==> src/sv/dlr_pkg.sv <==
// dlr_pkg: shared constants, action codes and controller/datapath interface structs
// for the dda line rasterizer; no dependencies
package dlr_pkg;

  // default geometry
  localparam int COORD_BITS_DEF    = 10;
  localparam int FRACTION_BITS_DEF = 16;

  // action codes of an input beat
  localparam logic ACT_START = 1'b0;
  localparam logic ACT_STEP  = 1'b1;

  // commands from controller to datapath
  typedef struct packed {
    logic load_start;  // latch endpoints and form deltas
    logic setup;       // form magnitudes, step count and divider seed
    logic div_step;    // one shift-subtract iteration on both axes
    logic advance;     // emit current pixel and move to the next
  } cmd_t;

  // status from datapath to controller
  typedef struct packed {
    logic zero_len;    // both deltas are zero
    logic last;        // one pixel left on the line
  } sts_t;

endpackage

==> src/sv/dlr_ctrl.sv <==
// dlr_ctrl: sequencing state machine and output valid tracking for the
// dda line rasterizer; depends on dlr_pkg
module dlr_ctrl #(
  parameter int FRACTION_BITS = dlr_pkg::FRACTION_BITS_DEF
) (
  input  logic          clk,
  input  logic          rst_n,
  input  logic          in_valid,
  input  logic          in_action,
  output logic          in_ready,
  output logic          out_valid,
  input  logic          out_ready,
  output dlr_pkg::cmd_t cmd,
  input  dlr_pkg::sts_t sts
);

  localparam int CNT_W = $clog2(FRACTION_BITS + 1);

  typedef enum logic [3:0] {
    ST_IDLE   = 4'b0001,
    ST_SETUP  = 4'b0010,
    ST_DIV    = 4'b0100,
    ST_ACTIVE = 4'b1000
  } state_t;

  state_t           state_r, state_nxt;
  logic [CNT_W-1:0] cnt_r, cnt_nxt;
  logic             out_valid_r, out_valid_nxt;
  logic             out_free;
  logic             accept;

  // output slot is free when empty or being drained this cycle
  assign out_free = !out_valid_r || out_ready;

  // ready: any beat is taken when idle; while active, start beats always, step beats need the slot
  always_comb begin
    case (state_r)
      ST_IDLE:   in_ready = 1'b1;
      ST_ACTIVE: in_ready = (in_action == dlr_pkg::ACT_START) ? 1'b1 : out_free;
      default:   in_ready = 1'b0;
    endcase
  end

  assign accept = in_valid && in_ready;

  // next state and commands
  always_comb begin
    state_nxt      = state_r;
    cnt_nxt        = cnt_r;
    cmd            = '0;
    case (state_r)
      ST_IDLE: begin
        if (accept && in_action == dlr_pkg::ACT_START) begin
          cmd.load_start = 1'b1;
          state_nxt      = ST_SETUP;
        end
      end
      ST_SETUP: begin
        cmd.setup = 1'b1;
        cnt_nxt   = '0;
        state_nxt = sts.zero_len ? ST_IDLE : ST_DIV;
      end
      ST_DIV: begin
        cmd.div_step = 1'b1;
        cnt_nxt      = cnt_r + CNT_W'(1);
        if (cnt_r == CNT_W'(FRACTION_BITS)) begin
          state_nxt = ST_ACTIVE;
        end
      end
      ST_ACTIVE: begin
        if (accept) begin
          if (in_action == dlr_pkg::ACT_START) begin
            cmd.load_start = 1'b1;
            state_nxt      = ST_SETUP;
          end else begin
            cmd.advance = 1'b1;
            if (sts.last) begin
              state_nxt = ST_IDLE;
            end
          end
        end
      end
      default: begin
        state_nxt = ST_IDLE;
      end
    endcase
  end

  // output valid: set on emit, cleared when taken
  always_comb begin
    if (cmd.advance) begin
      out_valid_nxt = 1'b1;
    end else if (out_ready) begin
      out_valid_nxt = 1'b0;
    end else begin
      out_valid_nxt = out_valid_r;
    end
  end

  assign out_valid = out_valid_r;

  always_ff @(posedge clk) begin
    if (!rst_n) begin
      state_r     <= ST_IDLE;
      cnt_r       <= '0;
      out_valid_r <= 1'b0;
    end else begin
      state_r     <= state_nxt;
      cnt_r       <= cnt_nxt;
      out_valid_r <= out_valid_nxt;
    end
  end

endmodule

==> src/sv/dlr_dp.sv <==
// dlr_dp: deltas, radix-2 shift-subtract increment divider, position
// accumulators and output pixel registers; depends on dlr_pkg
module dlr_dp #(
  parameter int COORD_BITS    = dlr_pkg::COORD_BITS_DEF,
  parameter int FRACTION_BITS = dlr_pkg::FRACTION_BITS_DEF
) (
  input  logic                  clk,
  input  logic [COORD_BITS-1:0] in_x_start,
  input  logic [COORD_BITS-1:0] in_y_start,
  input  logic [COORD_BITS-1:0] in_x_end,
  input  logic [COORD_BITS-1:0] in_y_end,
  output logic [COORD_BITS-1:0] out_pixel_x,
  output logic [COORD_BITS-1:0] out_pixel_y,
  output logic                  out_last_pixel,
  input  dlr_pkg::cmd_t         cmd,
  output dlr_pkg::sts_t         sts
);

  localparam int CW = COORD_BITS;
  localparam int FW = FRACTION_BITS;
  localparam int PW = CW + FW;
  localparam int QW = FW + 1;
  localparam logic [PW:0] HALF = (PW + 1)'(1) << (FW - 1);

  logic [CW-1:0] xs_r, ys_r;
  logic [CW:0]   dx_r, dy_r;
  logic          neg_x_r, neg_y_r;
  logic [CW-1:0] steps_r;
  logic [CW:0]   rem_x_r, rem_y_r;
  logic [QW-1:0] q_x_r, q_y_r;
  logic [PW-1:0] pos_x_r, pos_y_r;
  logic [CW:0]   left_r;
  logic [CW-1:0] pix_x_r, pix_y_r;
  logic          last_r;

  logic [CW:0]   adx_full, ady_full;
  logic [CW-1:0] adx, ady, steps_nxt;
  logic          ge_x, ge_y;
  logic [CW:0]   sub_x, sub_y;
  logic [PW-1:0] pos_x_nxt, pos_y_nxt;
  logic [PW:0]   rnd_x, rnd_y;

  // magnitudes and step count from the latched deltas
  assign adx_full  = dx_r[CW] ? (~dx_r + (CW + 1)'(1)) : dx_r;
  assign ady_full  = dy_r[CW] ? (~dy_r + (CW + 1)'(1)) : dy_r;
  assign adx       = adx_full[CW-1:0];
  assign ady       = ady_full[CW-1:0];
  assign steps_nxt = (adx >= ady) ? adx : ady;

  // divider trial subtraction, one quotient bit per cycle
  assign ge_x  = rem_x_r >= {1'b0, steps_r};
  assign ge_y  = rem_y_r >= {1'b0, steps_r};
  assign sub_x = ge_x ? (rem_x_r - {1'b0, steps_r}) : rem_x_r;
  assign sub_y = ge_y ? (rem_y_r - {1'b0, steps_r}) : rem_y_r;

  // position update by signed increment
  assign pos_x_nxt = neg_x_r ? (pos_x_r - PW'(q_x_r)) : (pos_x_r + PW'(q_x_r));
  assign pos_y_nxt = neg_y_r ? (pos_y_r - PW'(q_y_r)) : (pos_y_r + PW'(q_y_r));

  // round half up
  assign rnd_x = {1'b0, pos_x_r} + HALF;
  assign rnd_y = {1'b0, pos_y_r} + HALF;

  assign sts.zero_len = (dx_r == '0) && (dy_r == '0);
  assign sts.last     = left_r == (CW + 1)'(1);

  always_ff @(posedge clk) begin
    // latch endpoints
    if (cmd.load_start) begin
      xs_r <= in_x_start;
      ys_r <= in_y_start;
      dx_r <= {1'b0, in_x_end} - {1'b0, in_x_start};
      dy_r <= {1'b0, in_y_end} - {1'b0, in_y_start};
    end
    // seed divider and accumulators
    if (cmd.setup) begin
      neg_x_r <= dx_r[CW];
      neg_y_r <= dy_r[CW];
      steps_r <= steps_nxt;
      rem_x_r <= {1'b0, adx};
      rem_y_r <= {1'b0, ady};
      pos_x_r <= {xs_r, FW'(0)};
      pos_y_r <= {ys_r, FW'(0)};
      left_r  <= {1'b0, steps_nxt} + (CW + 1)'(1);
    end
    // shift-subtract iteration
    if (cmd.div_step) begin
      rem_x_r <= {sub_x[CW-1:0], 1'b0};
      rem_y_r <= {sub_y[CW-1:0], 1'b0};
      q_x_r   <= {q_x_r[QW-2:0], ge_x};
      q_y_r   <= {q_y_r[QW-2:0], ge_y};
    end
    // emit pixel and step along the line
    if (cmd.advance) begin
      pix_x_r <= rnd_x[FW +: CW];
      pix_y_r <= rnd_y[FW +: CW];
      last_r  <= sts.last;
      left_r  <= left_r - (CW + 1)'(1);
      if (!sts.last) begin
        pos_x_r <= pos_x_nxt;
        pos_y_r <= pos_y_nxt;
      end
    end
  end

  assign out_pixel_x    = pix_x_r;
  assign out_pixel_y    = pix_y_r;
  assign out_last_pixel = last_r;

endmodule

==> src/sv/dda_line_rasterizer.sv <==
// dda_line_rasterizer: a start beat runs setup and radix-2 shift-subtract division of
// both increments before new beats are taken
// a zero-length start skips the divider and the input is free again after setup
// step beats: one pixel per cycle while the output slot is free, registered on acceptance
// rate is set by the single output register and the one-bit-per-cycle divider
// reset: synchronous active-low rst_n clears the controller and output valid, no line active
module dda_line_rasterizer #(
  parameter int COORD_BITS    = dlr_pkg::COORD_BITS_DEF,
  parameter int FRACTION_BITS = dlr_pkg::FRACTION_BITS_DEF
) (
  input  logic                  clk,
  input  logic                  rst_n,
  input  logic                  in_valid,
  output logic                  in_ready,
  input  logic                  in_action,
  input  logic [COORD_BITS-1:0] in_x_start,
  input  logic [COORD_BITS-1:0] in_y_start,
  input  logic [COORD_BITS-1:0] in_x_end,
  input  logic [COORD_BITS-1:0] in_y_end,
  output logic                  out_valid,
  input  logic                  out_ready,
  output logic [COORD_BITS-1:0] out_pixel_x,
  output logic [COORD_BITS-1:0] out_pixel_y,
  output logic                  out_last_pixel
);

  dlr_pkg::cmd_t cmd;
  dlr_pkg::sts_t sts;

  // sequencing
  dlr_ctrl #(
    .FRACTION_BITS(FRACTION_BITS)
  ) u_ctrl (
    .clk      (clk),
    .rst_n    (rst_n),
    .in_valid (in_valid),
    .in_action(in_action),
    .in_ready (in_ready),
    .out_valid(out_valid),
    .out_ready(out_ready),
    .cmd      (cmd),
    .sts      (sts)
  );

  // arithmetic
  dlr_dp #(
    .COORD_BITS   (COORD_BITS),
    .FRACTION_BITS(FRACTION_BITS)
  ) u_dp (
    .clk           (clk),
    .in_x_start    (in_x_start),
    .in_y_start    (in_y_start),
    .in_x_end      (in_x_end),
    .in_y_end      (in_y_end),
    .out_pixel_x   (out_pixel_x),
    .out_pixel_y   (out_pixel_y),
    .out_last_pixel(out_last_pixel),
    .cmd           (cmd),
    .sts           (sts)
  );

  // no beat is taken while the divider runs
  a_busy_no_ready: assert property (@(posedge clk) disable iff (!rst_n)
    (cmd.div_step || cmd.setup) |-> !in_ready)
    else $error("input ready while dividing");

  // a pixel is only emitted into a free output slot
  a_emit_slot_free: assert property (@(posedge clk) disable iff (!rst_n)
    cmd.advance |-> (!out_valid || out_ready))
    else $error("pixel emitted over a pending beat");

  // a start is always followed by setup
  a_start_setup: assert property (@(posedge clk) disable iff (!rst_n)
    cmd.load_start |=> cmd.setup)
    else $error("start not followed by setup");

  // an emitted pixel shows up as a valid beat
  a_emit_valid: assert property (@(posedge clk) disable iff (!rst_n)
    cmd.advance |=> out_valid)
    else $error("emitted pixel not presented");

endmodule
==> config.mk <==
export PLATFORM = sky130hd
export DESIGN_NAME = dda_line_rasterizer
export DESIGN_NICKNAME = d
export VERILOG_FILES = /design/src/sv/dlr_pkg.sv /design/src/sv/dlr_ctrl.sv /design/src/sv/dlr_dp.sv /design/src/sv/dda_line_rasterizer.sv
export SDC_FILE = /design/constraint.sdc
export NUM_CORES = 1
export LEC_CHECK = 0
export ABC_AREA = 1
export BUFFER_PORTS_ARGS = -buffer_cell sky130_fd_sc_hd__buf_2
export CORE_MARGIN = 2
export CORE_UTILIZATION = 40
export CTS_CLUSTER_SIZE = 20
export DETAILED_ROUTE_END_ITERATION = 10
export PLACE_DENSITY_LB_ADDON = 0.2
export SETUP_SLACK_MARGIN = 0.1
export SLEW_MARGIN = 20
export SYNTH_ARGS = -nofsm -noshare
export SYNTH_HDL_FRONTEND = slang
export SYNTH_HIERARCHICAL = 1
export SYNTH_SLANG_ARGS = --single-unit
==> constraint.sdc <==
create_clock -name clk -period 5.6 [get_ports clk]
set_input_delay 0.84 -clock clk [delete_from_list [all_inputs] [get_ports clk]]
set_output_delay 0.84 -clock clk [all_outputs]
set_load 0.05 [all_outputs]
* Yosys cells after proc, flatten, opt, wreduce, memory -nomap -nowiden
Cells that the tools add are included.
Widths: inputs -> output; s select.
** Storage, ports and cells
- Input port bits :: 45
- Register bits :: 204
** Operators by class
- Add/sub/neg operators :: 15
- Multiplexer cells :: 40
- Equal/unequal tests :: 10
- Order comparisons :: 3
- Reductions and logical operators :: 12
- Bitwise operators :: 3
** Operators by type and width (number)
- $mux 26 :: 8
- $mux 11 :: 6
- $add 26x16->26 const B :: 2
- $add 26x17->26 :: 2
- $sub 26x17->26 :: 2
- $mux 10 :: 5
- $ge 11x10->1 :: 2
- $logic_not 11->1 :: 2
- $sub 10x10->11 :: 2
- $add 10x1->10 const B :: 2
- $mux 4 :: 5
- $not 10->10 :: 2
- $sub 10x10->10 :: 2
- $pmux 4 s4 :: 1
- $add 10x1->11 const B :: 1
- $eq 11x1->1 const B :: 1
- $mux 1 :: 11
- $sub 11x1->11 const B :: 1
- $ge 10x10->1 :: 1
- $pmux 5 s2 :: 1
- $reduce_bool 2->1 :: 4
- $ne 2x1->1 const B :: 3
- $add 5x1->5 const B :: 1
- $eq 5x5->1 const B :: 1
- other kinds (12) :: 15

* Depth between registers and ports, before layout
Gate-level depths: netlist of the first run.
- Word-level depth :: 8
- Depth in mapped cells :: 25

* Modules after synthesis
Netlist of the first run, hierarchy kept.
** Modules (own cells, without submodules)
- dlr_dp :: area each 13387.8 sq um, seq. area each 5285.1 sq um, cells each 1679, times used 1
- dlr_ctrl :: area each 683.2 sq um, seq. area each 200.2 sq um, cells each 100, times used 1

* Least setup slack after synthesis of the first run
OpenSTA, ideal clock, no wires.
- Kind :: input to register
- Start :: input out_ready
- End :: register u_dp.dx_r[0] (enable)
- Path buffers :: 0
- Setup slack :: 2.193 ns
- Arrival time :: 2.966 ns
- Stages on the path :: 6
- Cell sequence :: inv_1 -> nand2_1 -> nor2_1 -> nand2_1 -> nand3_2 -> nor2_1
** RTL lines
- start: declaration :: line dda_line_rasterizer.sv:21 : input logic out_ready,
- end signal: assignment :: line dlr_dp.sv:72 : dx_r <= {1'b0, in_x_end} - {1'b0, in_x_start};
- end: declaration :: line dlr_dp.sv:26 : logic [CW:0] dx_r, dy_r;

* Worst setup path after layout of the first run
- Start :: register u_dp.q_x_r[1]
- End :: register u_dp.pos_x_r[22]
** On the way
- Word-level cells in the longest chain between the ends :: 4
- Elaborated cells between the ends (all ways) :: 5
** RTL lines
- start: declaration :: line dlr_dp.sv:30 : logic [QW-1:0] q_x_r, q_y_r;
- start signal: assignment :: line dlr_dp.sv:90 : q_x_r <= {q_x_r[QW-2:0], ge_x};
- $add 26x17->26 / $sub 26x17->26 (equally long branches) :: line dlr_dp.sv:57 : assign pos_x_nxt = neg_x_r ? (pos_x_r - PW'(q_x_r)) : (pos_x_r + PW'(q_x_r));
- $mux 26 * :: line dlr_dp.sv:57
- $mux 26 * :: line dlr_dp.sv:99 : if (!sts.last) begin
- $mux 26 * :: line dlr_dp.sv:94 : if (cmd.advance) begin
- end signal: assignment :: line dlr_dp.sv:82 : pos_x_r <= {xs_r, FW'(0)};
- end signal: assignment :: line dlr_dp.sv:100 : pos_x_r <= pos_x_nxt;
- end: declaration :: line dlr_dp.sv:31 : logic [PW-1:0] pos_x_r, pos_y_r;
Every way passes the cells marked *; elsewhere a longest branch is shown, timed or not.
A chain may end at the register's enable or synchronous reset.

==> results.json, run 1 <==
{
  "die-area_um2": 36690,
  "wire_per_inst_um": 15.69,
  "async_flop_share_pct": 0,
  "area_growth_pct": 12.50,
  "relSlewSlack_pct": 41.47,
  "drt-met1-wl_um": 17640,
  "grt_antenna_before_repair": 2,
  "grt_pass1_vias": 11390,
  "die_w_um": 191.6,
  "rsz0062_at_grt": "false",
  "wl_met2_um": 15860,
  "rows": 68,
  "grtUsageTotal_pct": 20.17,
  "setup_violations": 0,
  "min_to": "u_dp/q_y_r[2]",
  "synth_top_area_share_pct": 29.88,
  "multi_input_area_um2": 7472,
  "worstSkewPairLatency_ns": 0.53,
  "synth_warnings": 6,
  "highest_layer": "met5",
  "drv_slew": 0,
  "coreArea_um2": 34630,
  "postCtsSetupBuffers": 0,
  "path_class": "reg -> reg",
  "hp-class": "reg -> reg",
  "cts_buffer_depth": 3,
  "grt_pass1_wl_um": 58680,
  "htree_levels": 1,
  "period_share_pct": 71.76,
  "finalHoldViolations": 0,
  "ys.flop_type": "edfxtp_1",
  "nNetsFinal": 2005,
  "clock_skew_ns": 0.01875,
  "cts_made_buffers": 25,
  "crit_fanout": 5,
  "synth.distinct_cells": 58,
  "r2r_cells": 18,
  "hold_depth": 0,
  "endpoint_kind": "flop",
  "worstMarginPinSlew_ns": 0.8779,
  "hp-start": "u_dp/q_y_r[1]",
  "ys_seq_area_share_pct": 38.98,
  "synthTopCellsByArea": "edfxtp_1, nand2_1, ha_1",
  "power.density_nw_per_um2": 316.7,
  "r2r-start": "u_dp/q_x_r[1]",
  "ff2ff_setup_slack_ns": 1.58,
  "io_pins": 68,
  "synth_area_per_cell_um2": 7.909,
  "setup_ws_ns": 1.582,
  "synth_commonest_cells": "nand2_1, inv_1, edfxtp_1, o21ai_0, nor2_1",
  "final_area_um2": 15830,
  "crit_required_ns": 5.98,
  "drt-total-wl_um": 36450,
  "yosys.area.top_type": "edfxtp_1",
  "grt_max_degree": 51,
  "syn_area_um2": 14070,
  "start_util_pct": 40.63,
  "p_leak_nw": 7.144,
  "via_per_inst": 5.167,
  "dpl-instance-area_um2": 14900,
  "ir_drop_mv": 0.2114,
  "holdBufCountCts": 0,
  "reg2reg_to": "u_dp/pos_x_r[22]",
  "num-fill-cells": 3384,
  "portBuffers": 67,
  "worst_ep_arrival_time_ns": 4.39,
  "instances_no_fill": 2323,
  "syn_nets": 1935,
  "finalSetupTns_ns": 0,
  "fin_crit_ns": 4.018,
  "cts_tree": "done",
  "vias": 12000,
  "grt.overflow.total": 0,
  "ys_ff_latch": 204,
  "drive_gt1_share_pct": 10.87,
  "gp_congestion": 0.9308,
  "first_pass_iters": 5,
  "root_buffer": "clkbuf_16",
  "netlist_instances": 1779,
  "synth_edf_count": 140,
  "clock-sinks": 204,
  "fmaxAchievable_mhz": 248.9,
  "status": "completed",
  "worstSetupStartpointType": "flop",
  "clk_pin_slew_ns": 0.06,
  "dpl.hpwl_um": 27830,
  "drc": 0,
  "yosysMostFrequentCell": "nand2_1",
  "fp.dieH_um": 191.6,
  "pre_cts_ws_ns": 1.662,
  "cap_violations": 0,
  "ff_latch_area_um2": 5485,
  "first_iter_violations": 723,
  "dp.cells": 2277,
  "cts-resized-gates": 0,
  "ant_nets": 0,
  "route.met3.wl_um": 2055
}
## critical path, stage by stage, from the launching register on
cell and delay (ns):
edfxtp_1 0.41, nor3_1 0.28, nand3_1 0.14, nor3_1 0.23, nand2_1 0.12, nor3_1 0.27
nand2_1 0.09, nand2_1 0.10, o21ai_1 0.16, xor2_1 0.21, ha_1 0.39, nand2_1 0.11
nor4_1 0.51, nand4_1 0.20, nand3_1 0.22, a31o_2 0.18, nand2_1 0.05, a21oi_1 0.15
a31oi_1 0.06
## state kept, by name, summed over array words and instances (netlist names)
register	cells
u_ctrl/cnt_r	5
u_dp/out_pixel_x	10
u_dp/q_y_r	17
u_dp/out_last_pixel	1
u_ctrl/state_r	4
u_dp/left_r	11
u_dp/out_pixel_y	10
u_dp/q_x_r	17
u_dp/ys_r	10
u_dp/neg_x_r	1
u_dp/dy_r	11
u_dp/dx_r	11
u_ctrl/out_valid	1
u_dp/pos_x_r	26
u_dp/steps_r	10
u_dp/neg_y_r	1
u_dp/pos_y_r	26
u_dp/xs_r	10
u_dp/rem_y_r	11
u_dp/rem_x_r	11
## power breakdown
part | total, W | internal [W] | switching (W)
Sequential | 0.00191 | 0.00177 | 0.000136
Clock | 0.00181 | 0.00115 | 0.000656
Combinational | 0.00130 | 0.000480 | 0.000815
## worst max path at each step
| stage | start | to | slack, ns | depth (start not counted) |
|---|---|---|---|---|
| floorplan | out_ready | u_dp/dx_r[0] | 2.19 | 6 |
| global placement | u_dp/q_y_r[0] | u_dp/pos_y_r[25] | 1.68 | 19 |
| detailed placement | u_dp/q_x_r[2] | u_dp/pos_x_r[22] | 1.66 | 18 |
| CTS | u_dp/q_x_r[1] | u_dp/pos_x_r[22] | 1.67 | 18 |
| global route | u_dp/q_y_r[1] | u_dp/pos_y_r[25] | 1.19 | 19 |
| finish | u_dp/q_x_r[1] | u_dp/pos_x_r[22] | 1.58 | 18 |
## layer usage
metal | global-route usage (%) | up-vias
met3 | 2.754 | 58
met2 | 32.24 | 289
met1 | 28.43 | 5532
met4 | 5.680 | 2
met5 | 0 | -
li1 | - | 6121
## cell families (layout without fill, tap and decap cells)
family,after synthesis,in the layout,synth area share [%]
other,0,1,0
muxes,2,2,0.1423
DFF,204,204,38.98
xor gates and xnor gates,99,99,6.162
and+or+nand+nor,726,726,22.79
adders and majority gates,111,111,10.19
buffers and inverters,294,382,8.021
AOI/OAI and AO/OA,343,343,13.71
## layout by cell type (no fill, tap or decap), types with 13 or more instances in the layout
master     instances
xnor2_1           25
nand2_2           18
nand4_1           16
o21ai_0          127
inv_2             21
nor2_1           122
ha_1             105
or2_2             13
buf_2             67
dfxtp_1           64
o211ai_1          13
inv_1            241
edfxtp_1         140
clkbuf_16         25
xor2_1            74
nor3_1            25
nand2_1          379
nand3_1          108
a31oi_1           16
a21oi_1          119
## final cells by class
| type | count | area share [%] |
|---|---|---|
| inverter | 264 | 6.268 |
| antenna | 1 | 0.01581 |
| multi-input combinational | 1281 | 47.20 |
| tap | 455 | 3.596 |
| timing repair buffer | 73 | 2.403 |
| clock buffer | 26 | 4.039 |
| sequential | 204 | 34.65 |
| clock inverter | 19 | 1.826 |
## stage by stage
step / util [%] / hold slack, ns / total power (W)
floorplan: - / 0.4264 / 0.002873
global placement: 43.02 / 0.4326 / 0.003204
detailed placement: 43.02 / 0.4409 / 0.003212
CTS: 45.70 / 0.4558 / 0.005046
global route: 45.71 / 0.4881 / 0.005317
finish: 45.71 / 0.4524 / 0.005013
No activity file was read; power rests on OpenSTA's default activity.
==> run 2, diff against run 1 <==
==> constraint.sdc (replaced) <==
create_clock -name clk -period 4 [get_ports clk]
set_input_delay 0.6 -clock clk [delete_from_list [all_inputs] [get_ports clk]]
set_output_delay 0.6 -clock clk [all_outputs]
set_load 0.05 [all_outputs]
==> results.json, run 2 (synthesis results as in run 1) <==
{
  "worstSkewPairLatency_ns": 0.55,
  "io_pins": 68,
  "worst_ep_arrival_time_ns": 3.96,
  "grt_antenna_before_repair": 2,
  "setup_violations": 0,
  "coreArea_um2": 34630,
  "fmaxAchievable_mhz": 277.5,
  "max_stage_delay_ns": 0.42,
  "grt.overflow.total": 0,
  "multi_input_area_um2": 7502,
  "grtUsageTotal_pct": 20.04,
  "nNetsFinal": 2012,
  "drc": 0,
  "cap_violations": 0,
  "endpoint_kind": "flop",
  "finalSetupTns_ns": 0,
  "die-area_um2": 36690,
  "grt_pass1_vias": 11090,
  "cts_made_buffers": 24,
  "crit_required_ns": 4.36,
  "area_growth_pct": 11.84,
  "wire_per_inst_um": 15.81,
  "cts_tree": "done",
  "root_buffer": "clkbuf_16",
  "rows": 68,
  "crit_fanout": 5,
  "rsz0062_at_grt": "true",
  "hp-class": "in -> reg",
  "relSlewSlack_pct": 38.91,
  "hp-start": "in_y_start[3]",
  "fin_crit_ns": 3.603,
  "gp_congestion": 0.8889,
  "dpl.hpwl_um": 28090,
  "cp-startpoint": "u_dp/q_x_r[1]",
  "final_common_cell": "nand2_1",
  "finalHoldViolations": 0,
  "ir_drop_mv": 0.3384,
  "postCtsSetupBuffers": 0,
  "via_per_inst": 5.181,
  "grt_max_degree": 47,
  "start_util_pct": 40.63,
  "first_iter_violations": 728,
  "cts_buffer_depth": 3,
  "p_leak_nw": 7.092,
  "grt_pass1_wl_um": 58100,
  "mostFrequentLayoutCells": "nand2_1, inv_1, edfxtp_1",
  "path_cells": "nor3_2, nand3_1, nor3_1, nand2_1, nor3_1, nand2_1, nand2_1, o21ai_1, xor2_1, ha_1, a21oi_1, o21ai_0, a21oi_1, nand3_1, a31o_2, or2_2, a21oi_1, a31oi_1",
  "fp.dieH_um": 191.6,
  "status": "completed",
  "path_class": "reg -> reg",
  "num-fill-cells": 3394,
  "htree_levels": 1,
  "period_share_pct": 90.08,
  "power.density_nw_per_um2": 416.5,
  "dpl-instance-area_um2": 14960,
  "drive_gt1_share_pct": 11.10,
  "die_w_um": 191.6,
  "portBuffers": 67,
  "ant_nets": 0,
  "clock-sinks": 204,
  "drt-total-wl_um": 36840,
  "clock_skew_ns": 0.03593,
  "worstSetupStartpointType": "flop",
  "ff2ff_setup_slack_ns": 0.40,
  "ff_latch_area_um2": 5485,
  "clk_pin_slew_ns": 0.06,
  "slowest_stage": "edfxtp_1",
  "largestRegisters": "u_dp/pos_x_r: 26 flops, u_dp/pos_y_r: 26 flops",
  "drv_slew": 0,
  "r2r-start": "u_dp/q_x_r[1]",
  "worstMarginPinSlew_ns": 0.9150,
  "final_area_um2": 15740,
  "vias": 12070,
  "first_pass_iters": 6
}
-- run 2: cell count changes in the layout (fill, tap and decap cells not counted), sizes merged --
cell | before | now
buf | 73 | 81
bufinv | 7 | 1
clkbuf | 26 | 31
clkinv | 11 | 9
clkinvlp | 2 | 4
-- run 2: area by class of cell --
class,instances,share of cell area [%]
Tap cell,455,3.618
Multi-Input combinational cell,1281,47.67
Clock buffer,31,4.047
Sequential cell,204,34.86
Timing Repair Buffer,81,2.799
Inverter,264,6.297
Antenna cell,1,0.01590
Clock inverter,13,0.6917
-- run 2: through the flow --
| step | util [%] | std cells | power, W | worst slack (ns) | hold slack, ns |
|---|---|---|---|---|---|
| floorplan | - | 1779 | 0.004022 | 0.7862 | 0.4264 |
| global placement | 43.20 | 2285 | 0.004462 | 0.3944 | 0.4293 |
| detailed placement | 43.20 | 2285 | 0.004475 | 0.3606 | 0.4473 |
| CTS | 45.35 | 2329 | 0.006587 | 0.3503 | 0.2210 |
| global route | 45.44 | 2329 | 0.006950 | 0.06162 | 0.2321 |
| finish | 45.44 | 2330 | 0.006554 | 0.3969 | 0.2457 |
-- run 2: worst max-delay path: cells and delay by family (launching register included) --
kind	cells	cell delay, ns
AOI/OAI and AO/OA	7	1.00
xor gates and xnor gates	1	0.20
adders and majority gates	1	0.37
DFF	1	0.42
and+or+nand+nor	9	1.45
-- run 2: per-layer routing --
metal | global-route usage (%) | up-vias | routed length [um]
li1 | - | 6147 | -
met1 | 28.66 | 5550 | 18030
met2 | 31.56 | 320 | 15880
met3 | 2.662 | 52 | 1899
met4 | 5.740 | 2 | 1021
met5 | 0 | - | 7
-- run 2: report_power, final --
group / switching [W] / internal, W
clock: 0.000895 / 0.00119
combinational: 0.00113 / 0.000673
sequential: 0.000182 / 0.00248
total: 0.00221 / 0.00435
-- run 2: worst paths after layout --
path | cells after the start | to
worst min-delay path | 1 | u_dp/ys_r[3]
worst max register to register | 18 | u_dp/pos_x_r[22]
worst min register to register | 0 | u_dp/q_y_r[2]
worst max-delay path | 18 | u_dp/pos_x_r[22]
-- run 2: repair_timing --
item                       4_1_cts  5_1_grt
gates resized for setup          0        5
hold buffers                     0        0
setup endpoints to repair        0       12
